==> config.mk <==
export PLATFORM = sky130hd
export DESIGN_NAME = i2c_slave_register_map_flat
export DESIGN_NICKNAME = d
export VERILOG_FILES = /design/src/sv/i2c_srm_pkg.sv /design/src/sv/i2c_srm_chan_if.sv /design/src/sv/i2c_srm_mod_unit.sv /design/src/sv/i2c_srm_regfile.sv /design/src/sv/i2c_srm_datapath.sv /design/src/sv/i2c_srm_ctrl.sv /design/src/sv/i2c_slave_register_map.sv /design/src/flat_wrapper.sv
export SDC_FILE = /design/constraint.sdc
export NUM_CORES = 1
export LEC_CHECK = 0
export BUFFER_PORTS_ARGS = -buffer_cell sky130_fd_sc_hd__buf_2
export CAP_MARGIN = 20
export CORE_UTILIZATION = 30
export DETAILED_ROUTE_END_ITERATION = 8
export MAX_ROUTING_LAYER = met4
export PLACE_DENSITY = 0.52
export SYNTH_ARGS = -nofsm -noshare
export SYNTH_HDL_FRONTEND = slang
export SYNTH_SLANG_ARGS = --single-unit
==> constraint.sdc <==
create_clock -name clk -period 2.2 [get_ports clk]
set_input_delay 0.22 -clock clk [delete_from_list [all_inputs] [get_ports clk]]
set_output_delay 0.22 -clock clk [all_outputs]
set_load 0.01 [all_outputs]
==> src/sv/i2c_srm_pkg.sv <==
// Shared types and constants of the I2C slave register map.
`timescale 1ns / 1ps
package i2c_srm_pkg;

  localparam logic [2:0] KIND_RX_BYTE  = 3'd0;
  localparam logic [2:0] KIND_TX_REQ   = 3'd1;
  localparam logic [2:0] KIND_TX_ERR   = 3'd2;
  localparam logic [2:0] KIND_ADDR     = 3'd3;
  localparam logic [2:0] KIND_NOT_ADDR = 3'd4;
  localparam logic [2:0] KIND_HOST_RD  = 3'd5;
  localparam logic [2:0] KIND_HOST_WR  = 3'd6;

  localparam logic [1:0] PHASE_IDLE = 2'd0;
  localparam logic [1:0] PHASE_SEL  = 2'd1;
  localparam logic [1:0] PHASE_XFER = 2'd2;

  localparam logic [4:0] MAP_LENGTH_RESET = 5'd16;
  localparam logic [2:0] WORD_BYTES       = 3'd4;
  localparam logic [2:0] LAST_DIV_STEP    = 3'd7;

  typedef struct packed {
    logic [2:0]  kind;
    logic [7:0]  data_byte;
    logic        master_reading;
    logic [3:0]  host_index;
    logic [31:0] host_data;
  } in_item_t;

  typedef struct packed {
    logic        tx_valid;
    logic [7:0]  tx_byte;
    logic        word_written;
    logic [31:0] host_read_data;
    logic [1:0]  phase;
    logic        is_addressed;
    logic        flush_tx;
  } out_item_t;

  typedef struct packed {
    logic capture;
    logic mod_start;
    logic mem_rd;
    logic mem_wr;
    logic finish;
  } dp_cmd_t;

  typedef struct packed {
    logic [2:0] kind;
    logic       phase_idle;
    logic       tx_ok;
    logic       rx_last;
    logic       host_in_range;
    logic       mod_done;
    logic       out_free;
  } dp_status_t;

endpackage

==> src/sv/i2c_srm_chan_if.sv <==
// Valid/ready channel carrying one payload item per transfer.
`timescale 1ns / 1ps
interface i2c_srm_chan_if #(parameter type T = logic) ();
  logic valid;
  logic ready;
  T     data;

  modport source (output valid, output data, input ready);
  modport sink (input valid, input data, output ready);
endinterface

==> src/sv/i2c_srm_mod_unit.sv <==
// Restoring remainder unit, one dividend bit per cycle.
`timescale 1ns / 1ps
module i2c_srm_mod_unit
  import i2c_srm_pkg::*;
(
  input  logic       clk,
  input  logic       rst,
  input  logic       start,
  input  logic [7:0] dividend,
  input  logic [4:0] divisor,
  output logic       done,
  output logic [4:0] remainder
);

  logic       busy;
  logic [2:0] step;
  logic [7:0] dvd;
  logic [4:0] rem;
  logic [5:0] trial;
  logic [4:0] rem_next;

  always_comb begin
    trial = {rem, dvd[7]};
    if (trial >= {1'b0, divisor}) begin
      rem_next = 5'(trial - {1'b0, divisor});
    end else begin
      rem_next = trial[4:0];
    end
  end

  always_ff @(posedge clk) begin
    if (rst) begin
      busy <= 1'b0;
      done <= 1'b0;
      step <= '0;
    end else begin
      done <= 1'b0;
      if (start) begin
        busy <= 1'b1;
        step <= '0;
      end else if (busy) begin
        step <= step + 3'd1;
        if (step == LAST_DIV_STEP) begin
          busy <= 1'b0;
          done <= 1'b1;
        end
      end
    end
  end

  always_ff @(posedge clk) begin
    if (start) begin
      rem <= '0;
      dvd <= dividend;
    end else if (busy) begin
      rem <= rem_next;
      dvd <= {dvd[6:0], 1'b0};
    end
  end

  assign remainder = rem;

endmodule

==> src/sv/i2c_srm_regfile.sv <==
// Register file memory with per-entry valid bits so unwritten entries read zero.
`timescale 1ns / 1ps
module i2c_srm_regfile #(
  parameter int MAP_DEPTH = 16,
  parameter int IW        = 4
) (
  input  logic          clk,
  input  logic          rst,
  input  logic          wr_en,
  input  logic [IW-1:0] wr_addr,
  input  logic [31:0]   wr_data,
  input  logic          rd_en,
  input  logic [IW-1:0] rd_addr,
  output logic [31:0]   rd_data
);

  logic [31:0]          mem [MAP_DEPTH];
  logic [MAP_DEPTH-1:0] valid;
  logic [31:0]          rd_word;
  logic                 rd_hit;

  always_ff @(posedge clk) begin
    if (wr_en) begin
      mem[wr_addr] <= wr_data;
    end
    if (rd_en) begin
      rd_word <= mem[rd_addr];
    end
  end

  always_ff @(posedge clk) begin
    if (rst) begin
      valid  <= '0;
      rd_hit <= 1'b0;
    end else begin
      if (wr_en) begin
        valid[wr_addr] <= 1'b1;
      end
      if (rd_en) begin
        rd_hit <= valid[rd_addr];
      end
    end
  end

  assign rd_data = rd_hit ? rd_word : '0;

endmodule

==> src/sv/i2c_srm_datapath.sv <==
// Datapath: transaction state, map length register, register file and result register.
`timescale 1ns / 1ps
module i2c_srm_datapath
  import i2c_srm_pkg::*;
#(
  parameter int MAP_DEPTH = 16
) (
  input  logic       clk,
  input  logic       rst,
  input  logic       cfg_wr_en,
  input  logic [4:0] cfg_wr_data,
  input  in_item_t   in_item,
  input  dp_cmd_t    cmd,
  output dp_status_t status,
  output logic       out_valid,
  output out_item_t  out_item,
  input  logic       out_ready
);

  localparam int         IW     = (MAP_DEPTH > 1) ? $clog2(MAP_DEPTH) : 1;
  localparam logic [8:0] DEPTH9 = 9'(MAP_DEPTH);

  in_item_t    item;
  logic [4:0]  map_length;
  logic [1:0]  phase_reg;
  logic [7:0]  selected_index;
  logic [2:0]  byte_count;
  logic [31:0] assembled_word;
  logic        addressed_flag;

  logic [1:0]  phase_next;
  logic [7:0]  selected_index_next;
  logic [2:0]  byte_count_next;
  logic [31:0] assembled_word_next;
  logic        addressed_flag_next;
  out_item_t   result_next;

  logic [8:0]  len9;
  logic [4:0]  eff_len;
  logic        mod_done;
  logic [4:0]  entry;
  logic [8:0]  entry9;
  logic [8:0]  host9;
  logic [2:0]  count_inc;
  logic [4:0]  shift;
  logic [31:0] word_merged;
  logic        use_entry;
  logic [IW-1:0] mem_addr;
  logic [31:0] mem_wr_data;
  logic [31:0] rd_data;

  always_comb begin
    if (map_length == 5'd0) begin
      len9 = 9'd1;
    end else begin
      len9 = {4'd0, map_length};
    end
    if (len9 > DEPTH9) begin
      len9 = DEPTH9;
    end
    eff_len = len9[4:0];
  end

  i2c_srm_mod_unit u_mod (
    .clk       (clk),
    .rst       (rst),
    .start     (cmd.mod_start),
    .dividend  (selected_index),
    .divisor   (eff_len),
    .done      (mod_done),
    .remainder (entry)
  );

  assign entry9      = {4'd0, entry};
  assign host9       = {5'd0, item.host_index};
  assign count_inc   = byte_count + 3'd1;
  assign shift       = {byte_count[1:0], 3'b000};
  assign word_merged = assembled_word | (32'(item.data_byte) << shift);
  assign use_entry   = (item.kind == KIND_RX_BYTE) || (item.kind == KIND_TX_REQ);
  assign mem_addr    = use_entry ? entry9[IW-1:0] : host9[IW-1:0];
  assign mem_wr_data = use_entry ? word_merged : item.host_data;

  i2c_srm_regfile #(
    .MAP_DEPTH (MAP_DEPTH),
    .IW        (IW)
  ) u_regfile (
    .clk     (clk),
    .rst     (rst),
    .wr_en   (cmd.mem_wr),
    .wr_addr (mem_addr),
    .wr_data (mem_wr_data),
    .rd_en   (cmd.mem_rd),
    .rd_addr (mem_addr),
    .rd_data (rd_data)
  );

  assign status.kind          = item.kind;
  assign status.phase_idle    = (phase_reg == PHASE_IDLE);
  assign status.tx_ok         = ((phase_reg == PHASE_SEL) || (phase_reg == PHASE_XFER))
                                && item.master_reading;
  assign status.rx_last       = (count_inc == WORD_BYTES);
  assign status.host_in_range = (host9 < DEPTH9);
  assign status.mod_done      = mod_done;
  assign status.out_free      = !out_valid || out_ready;

  always_comb begin
    phase_next          = phase_reg;
    selected_index_next = selected_index;
    byte_count_next     = byte_count;
    assembled_word_next = assembled_word;
    addressed_flag_next = addressed_flag;
    result_next         = '0;
    case (item.kind)
      KIND_RX_BYTE: begin
        if (phase_reg == PHASE_IDLE) begin
          byte_count_next     = '0;
          assembled_word_next = '0;
          selected_index_next = item.data_byte;
          phase_next          = PHASE_SEL;
        end else begin
          assembled_word_next = word_merged;
          byte_count_next     = count_inc;
          if (count_inc == WORD_BYTES) begin
            phase_next               = PHASE_IDLE;
            result_next.word_written = 1'b1;
          end else begin
            phase_next = PHASE_XFER;
          end
        end
      end
      KIND_TX_REQ: begin
        if (status.tx_ok) begin
          result_next.tx_valid = 1'b1;
          result_next.tx_byte  = 8'(rd_data >> shift);
          byte_count_next      = {1'b0, count_inc[1:0]};
          phase_next           = (count_inc == WORD_BYTES) ? PHASE_IDLE : PHASE_XFER;
        end
      end
      KIND_TX_ERR: begin
        phase_next           = PHASE_IDLE;
        result_next.flush_tx = 1'b1;
      end
      KIND_ADDR: begin
        addressed_flag_next = 1'b1;
      end
      KIND_NOT_ADDR: begin
        addressed_flag_next = 1'b0;
      end
      KIND_HOST_RD: begin
        if (status.host_in_range) begin
          result_next.host_read_data = rd_data;
        end
      end
      default: begin
      end
    endcase
    result_next.phase        = phase_next;
    result_next.is_addressed = addressed_flag_next;
  end

  always_ff @(posedge clk) begin
    if (cmd.capture) begin
      item <= in_item;
    end
    if (cmd.finish) begin
      out_item <= result_next;
    end
  end

  always_ff @(posedge clk) begin
    if (rst) begin
      map_length     <= MAP_LENGTH_RESET;
      phase_reg      <= PHASE_IDLE;
      selected_index <= '0;
      byte_count     <= '0;
      assembled_word <= '0;
      addressed_flag <= 1'b0;
      out_valid      <= 1'b0;
    end else begin
      if (cfg_wr_en) begin
        map_length <= cfg_wr_data;
      end
      if (cmd.finish) begin
        phase_reg      <= phase_next;
        selected_index <= selected_index_next;
        byte_count     <= byte_count_next;
        assembled_word <= assembled_word_next;
        addressed_flag <= addressed_flag_next;
        out_valid      <= 1'b1;
      end else if (out_ready) begin
        out_valid <= 1'b0;
      end
    end
  end

endmodule

==> src/sv/i2c_srm_ctrl.sv <==
// Controller state machine sequencing decode, remainder, memory access and result.
`timescale 1ns / 1ps
module i2c_srm_ctrl
  import i2c_srm_pkg::*;
(
  input  logic       clk,
  input  logic       rst,
  input  logic       in_valid,
  output logic       in_ready,
  input  dp_status_t status,
  output dp_cmd_t    cmd
);

  typedef enum logic [6:0] {
    S_IDLE     = 7'b0000001,
    S_DECODE   = 7'b0000010,
    S_MOD_GO   = 7'b0000100,
    S_MOD_WAIT = 7'b0001000,
    S_MEM      = 7'b0010000,
    S_MEM_WAIT = 7'b0100000,
    S_FINISH   = 7'b1000000
  } state_t;

  state_t state;
  state_t state_next;

  always_comb begin
    state_next = state;
    cmd        = '0;
    in_ready   = 1'b0;
    case (state)
      S_IDLE: begin
        in_ready    = 1'b1;
        cmd.capture = in_valid;
        if (in_valid) begin
          state_next = S_DECODE;
        end
      end
      S_DECODE: begin
        case (status.kind)
          KIND_RX_BYTE: begin
            state_next = (!status.phase_idle && status.rx_last) ? S_MOD_GO : S_FINISH;
          end
          KIND_TX_REQ: begin
            state_next = status.tx_ok ? S_MOD_GO : S_FINISH;
          end
          KIND_HOST_RD, KIND_HOST_WR: begin
            state_next = status.host_in_range ? S_MEM : S_FINISH;
          end
          default: begin
            state_next = S_FINISH;
          end
        endcase
      end
      S_MOD_GO: begin
        cmd.mod_start = 1'b1;
        state_next    = S_MOD_WAIT;
      end
      S_MOD_WAIT: begin
        if (status.mod_done) begin
          state_next = S_MEM;
        end
      end
      S_MEM: begin
        if ((status.kind == KIND_TX_REQ) || (status.kind == KIND_HOST_RD)) begin
          cmd.mem_rd = 1'b1;
        end else begin
          cmd.mem_wr = 1'b1;
        end
        state_next = S_MEM_WAIT;
      end
      S_MEM_WAIT: begin
        state_next = S_FINISH;
      end
      S_FINISH: begin
        if (status.out_free) begin
          cmd.finish = 1'b1;
          state_next = S_IDLE;
        end
      end
      default: begin
        state_next = S_IDLE;
      end
    endcase
  end

  always_ff @(posedge clk) begin
    if (rst) begin
      state <= S_IDLE;
    end else begin
      state <= state_next;
    end
  end

endmodule

==> src/sv/i2c_slave_register_map.sv <==
// Top level of the I2C slave register map: byte events in, one result per event out.
//
//   Channel    Direction  Payload
//   request    in         kind, data_byte, master_reading, host_index, host_data
//   response   out        tx_valid, tx_byte, word_written, host_read_data, phase,
//                         is_addressed, flush_tx
//   cfg        in         map_length (write enable and data, no read-back)
//
// An event with no register file access passes the decode and finish states; a host read
// or write also passes the memory and memory-wait states, and a word store or a byte
// transmit first waits for the 8-step remainder unit to find the entry before the memory
// port. One event is in work at a time; a result waits in the output register while the
// next event is taken. Synchronous reset clears the state and the valid bits of all entries.
`timescale 1ns / 1ps
module i2c_slave_register_map
  import i2c_srm_pkg::*;
#(
  parameter int MAP_DEPTH = 16
) (
  input  logic       clk,
  input  logic       rst,
  input  logic       cfg_wr_en,
  input  logic [4:0] cfg_wr_data,
  i2c_srm_chan_if.sink   request,
  i2c_srm_chan_if.source response
);

  dp_cmd_t    cmd;
  dp_status_t status;
  logic       in_ready;

  i2c_srm_ctrl u_ctrl (
    .clk      (clk),
    .rst      (rst),
    .in_valid (request.valid),
    .in_ready (in_ready),
    .status   (status),
    .cmd      (cmd)
  );

  i2c_srm_datapath #(
    .MAP_DEPTH (MAP_DEPTH)
  ) u_datapath (
    .clk         (clk),
    .rst         (rst),
    .cfg_wr_en   (cfg_wr_en),
    .cfg_wr_data (cfg_wr_data),
    .in_item     (request.data),
    .cmd         (cmd),
    .status      (status),
    .out_valid   (response.valid),
    .out_item    (response.data),
    .out_ready   (response.ready)
  );

  assign request.ready = in_ready;

endmodule
==> src/flat_wrapper.sv <==
// flat-port wrapper written by rule: the top's interface ports become plain ports
module i2c_slave_register_map_flat import i2c_srm_pkg::*;
#(
  parameter int MAP_DEPTH = 16
)
  (clk, rst, cfg_wr_en, cfg_wr_data, request_valid, request_data, request_ready, response_valid, response_data, response_ready);
  i2c_srm_chan_if request_i ();
  i2c_srm_chan_if response_i ();
  input  logic clk;
  input  logic rst;
  input  logic cfg_wr_en;
  input  logic [4:0] cfg_wr_data;
  input wire logic [$bits(request_i.valid)-1:0] request_valid;
  input wire logic [$bits(request_i.data)-1:0] request_data;
  output wire logic [$bits(request_i.ready)-1:0] request_ready;
  output wire logic [$bits(response_i.valid)-1:0] response_valid;
  output wire logic [$bits(response_i.data)-1:0] response_data;
  input wire logic [$bits(response_i.ready)-1:0] response_ready;
  assign request_i.valid = request_valid;
  assign request_i.data = request_data;
  assign request_ready = request_i.ready;
  assign response_valid = response_i.valid;
  assign response_data = response_i.data;
  assign response_i.ready = response_ready;
  i2c_slave_register_map #(.MAP_DEPTH(MAP_DEPTH)) u_core (.clk(clk), .rst(rst), .cfg_wr_en(cfg_wr_en), .cfg_wr_data(cfg_wr_data), .request(request_i), .response(response_i));
endmodule
---- Word-level counts from Yosys, hierarchy flattened ----
Cells that the tools add are included.
Widths: inputs -> output; s select.
cells by class
  equality and inequality tests ........... 12
  add/sub/neg operators ................... 2
  reductions and logical operators ........ 9
  bitwise logic cells ..................... 1
  muxes and demuxes ....................... 18
operators with widths
  kind                 count
  $pmux 7 s7           1
  $mux 7               4
  $mux 1               10
  $eq 7x1->1 const B   1
  $eq 7x2->1 const B   1
  $eq 7x3->1 const B   1
  $eq 7x4->1 const B   1
  $eq 7x5->1 const B   1
  $eq 7x6->1 const B   1
  $eq 7x7->1 const B   1
  $add 3x1->3 const B  2
  $eq 3x3->1 const B   2
  $mux 2               2
  $ne 2x2->1 const B   2
  $mux 3               1
  $reduce_and 3->1     1
  $reduce_or 3->1      1
  $logic_not 1->1      2
  $logic_not 2->1      1
  $ne 2x1->1 const B   1
  $reduce_bool 2->1    1
  $reduce_or 2->1      1
  $logic_and 1x1->1    1
  $logic_or 1x1->1     1
  $not 1->1            1
storage, ports and cells
  register bits after elaboration ......... 18
  output and inout port bits .............. 3

---- Logic depth before layout (Yosys ltp) ----
  word-level depth ........................ 5
  gate-level depth with buffers ........... 6
  depth with buffers taken out ............ 6

---- Modules after synthesis ----
Synthesis repeated with hierarchy kept, for this count alone.
second synthesis, totals
  cell total of the unflattened synthesis .. 1533
  area, all modules ....................... 28547.4 um^2
by module, submodules not included
  module                  cells an instance  area each (um^2)  times used
  i2c_srm_regfile         867                21109.0           1
  i2c_srm_datapath        508                5890.6            1
  i2c_srm_mod_unit        82                 952.2             1
  i2c_srm_ctrl            75                 591.8             1
  i2c_slave_register_map  1                  3.8               1

---- Worst setup path after synthesis ----
No wires, ideal clock.
  path kind ............................... register to register
  start ................................... register u_core.u_ctrl.state[2]
  end ..................................... register u_core.u_datapath.phase_reg[1]
  clock period less this slack ............ 1.728 ns
  arrival ................................. 1.649 ns
  cell stages (with the launch flop) ...... 6
  slack ................................... 0.472 ns
  required time ........................... 2.121 ns
  setup time .............................. 0.079 ns
  cells stage by stage .................... dfxtp_1 -> buf_6 -> or4_4 -> nor4_4 -> a21oi_1 -> a211oi_2
between the ends
  cells in the longest elaborated chain, start to end .. 2
ends and longest elaborated chain
  what                    RTL line                 text
  from (decl)             i2c_srm_ctrl.sv:24       state_t state;
  from (signal assigned)  i2c_srm_ctrl.sv:91       state <= state_next;
  $eq 7x7->1              i2c_srm_ctrl.sv:31       case (state)
  $mux 1                  i2c_srm_ctrl.sv:31
  to (signal assigned)    i2c_srm_datapath.sv:184  phase_reg <= phase_next;
  to (decl)               i2c_srm_datapath.sv:25   logic [1:0] phase_reg;
Every way passes these cells.
A chain may end at the register's enable or synchronous reset.

---- Worst setup path after layout ----
  start ................................... register u_core.u_ctrl.state[1]
  end ..................................... register u_core.u_datapath.phase_reg[1]
The elaborated chain is that of the path after synthesis.

==> results.md <==
- Status: finished, final reports clean
- Layout cells sized above 1: 0.127
- Fmax: 535 MHz
- Post-synth EDFFs: 0
- Length of the first detailed-routing pass in iterations: 4
- Seq/Total Area, Yosys: 0.413
- Top-level port count: 14
- Setup TNS: 0 ns
- Post-layout min period: 1.87 ns
- Biggest register: u_core.u_ctrl.state
- Main flop type after synthesis: dfxtp_1
- Final Max Tran Viols: 0
- Die Wd: 55.9 um
- Critical Path Source Type: register
- Synth-to-layout area growth: 8.03%
- Post-cts resize count: 0
- Worst path max stage delay: 0.57 ns
- CTS buffer count: 3
- Vias: 646
- Largest net degree at the start of global routing: 13
- Worst slack after detailed placement: 0.340 ns
- Clock Sinks: 18
- Yosys reg bits: 18
- Sequential cell area: 360 um2
- Multi-input logic area: 470 um2
- Worst Clk Skew: 0.00404 ns
- Die ar.: 3130 um2
- Root buffer cell: clkbuf_4
- # fillers: 307
- First-pass GRT wire length: 2460 um
- Ys Warns: 0
- Wire length per cell: 10.7 um
- Clock Latency Late Sink: 0.29 ns
- Hold-fix buffers, CTS: 0
- Final Hold Vio Count: 0
- Largest register FFs: 7
- RSZ-0062 raised after global routing: no
- Synth Instances: 97
- Antenna diode count: 0
- CTS tree: yes
- CP Capture Type: register
- CP bufs+invs: 0
- Initial Util: 0.316
- 1st-iter DRT viols: 17
- Worst Setup Slack, final: 0.332 ns
- Max FO, Critical Path: 8
- Initial antenna violation count: 0
- Crit path max-delay family: simple AND/OR/NAND/NOR gates
- Post-synth cell types: 29
- Worst EP arrival: 2.09 ns
- Die Height: 55.9 um
- Antenna Nets Post-Route: 0
- Grt total ovfl: 0
- Cell Chain, Critical Path: or4_4, nor4_4, a21oi_1, a211oi_2
- Power Density: 602 nW/um2
- Vias in the first global route: 601
- Row count: 19
- Syn_nets: 112
- Slew @ Worst Pin: 0.521 ns
- Mean Syn Cell Area: 8.99 um2
- Endpoints failing setup: 0
- Clk buf depth: 2
- Reg clk slew, reported paths: 0.10 ns
- Overall global routing resource usage: 0.105
- Worst EP required: 2.43 ns
- Worst ir drop on vdd: 0.316 mV
- NumNets Final: 118
- Residual DRC: 0
- Post-synth ARST share: 0
- Final HPWL DP: 1030 um
- Gpl congestion: 0.729
- Setup CP Type: reg2reg
- Worst path slowest cell: or4_4
- Post-Route WL: 1430 um
- LEAKAGE: 0.358 nW
- Vias/cell: 4.86
- Normalized max-slew margin: 0.650
- Max Cap Viol: 0
- Core Region: 2760 um2
- Port Buffers: 5
- Top flop regs: u_core.u_ctrl.state x7, u_core.u_datapath.byte_count x3, u_core.u_datapath.u_mod.step x3
- Htree depth: 1
- Hold crit path type: in2reg
- Final hold slack: 0.188 ns
- Setup bufs post-CTS: 0
- Synthesized cell area: 872 um2
- Final period utilization: 0.849
==> worst min-delay path, stage by stage <==
cell	delay (ns)
buf_2	0.09
nand3_1	0.09
nor2_1	0.04
==> where the power goes <==
| part | leakage [nW] | total [mW] | internal, mW | switching [mW] |
|---|---|---|---|---|
| Clock | 0.0210 | 0.203 | 0.101 | 0.102 |
| Sequential | 0.145 | 0.333 | 0.329 | 0.00476 |
| Combinational | 0.192 | 0.0304 | 0.0133 | 0.0171 |
==> Yosys cell counts (2+ instances only) <==
master | instances | share of area
mux2i_1 | 6 | 0.069
buf_4 | 2 | 0.017
inv_1 | 3 | 0.013
nor4_1 | 2 | 0.014
ha_1 | 4 | 0.057
o21ai_0 | 6 | 0.034
nand2_1 | 2 | 0.0086
nor2b_1 | 2 | 0.014
dfxtp_1 | 18 | 0.41
nor3_1 | 5 | 0.029
and3_1 | 2 | 0.014
a21oi_1 | 4 | 0.023
nor2_1 | 18 | 0.077
nand2b_1 | 8 | 0.057
==> layout make-up <==
type | instances | share of cell area
timing repair buffer | 5 | 0.0266
tap | 31 | 0.0412
inverter | 3 | 0.0120
multi-input combinational | 72 | 0.499
sequential | 18 | 0.382
clock buffer | 4 | 0.0385
==> cell usage in the layout (no fill, tap or decap) <==
cell type,n
nand2b_1,8
o21ai_0,6
clkbuf_4,3
nand4_1,1
and3_1,2
o21ba_2,1
xnor2_1,1
ha_1,4
a32oi_1,1
nor4_1,2
nor3_1,5
xor2_1,1
or4_4,1
mux2i_1,6
o21a_1,1
clkbuf_8,1
nor4_4,1
conb_1,1
inv_1,3
a211oi_2,1
dfxtp_1,18
o211a_1,1
nor2b_1,2
nand2_1,2
a21oi_1,4
nor2_1,18
buf_2,5
nand3_1,1
and4_1,1
==> per-layer routing <==
| metal | up-vias | global-route usage | share of wire |
|---|---|---|---|
| met5 | - | - | 0 |
| met4 | 0 | 0.0523 | 0.015 |
| met3 | 4 | 0.0419 | 0.037 |
| met2 | 7 | 0.165 | 0.44 |
| met1 | 290 | 0.116 | 0.51 |
| li1 | 345 | - | - |
==> logic make-up (layout without fill, tap and decap cells) <==
group	count (synthesis)	count (layout)	share of synthesized area
DFF	18	18	0.413
other	1	1	0.00430
and+or+nand+nor	44	44	0.275
xor gates and xnor gates	2	2	0.0201
AOI/OAI and AO/OA	15	15	0.113
adders and majority gates	4	4	0.0574
muxes	6	6	0.0689
buffers and inverters	7	12	0.0473
==> metrics by stage <==
step	cell area (um2)	utilization	power [mW]	std cells
6_report	942	0.342	0.567	133
5_1_grt	942	0.342	0.599	133
4_1_cts	942	0.342	0.581	133
3_5_place_dp	906	0.328	0.372	129
3_3_place_gp	906	0.328	0.371	129
2_1_floorplan	872	-	0.363	97
==> final timing paths <==
check	start	endpoint	slack (ns)	depth (start not counted)
worst max-delay path	u_core.u_ctrl.state[1]$_SDFFE_PP0P_	u_core.u_datapath.phase_reg[1]$_SDFFE_PP0P_	0.33	4
worst min-delay path	request_valid	u_core.u_ctrl.state[1]$_SDFFE_PP0P_	0.19	3
worst max register to register	u_core.u_ctrl.state[1]$_SDFFE_PP0P_	u_core.u_datapath.phase_reg[1]$_SDFFE_PP0P_	0.33	4
worst min register to register	u_core.u_datapath.u_mod.done$_SDFF_PP0_	u_core.u_ctrl.state[4]$_SDFFE_PP0P_	0.44	2
No activity file was read; power rests on OpenSTA's default activity.
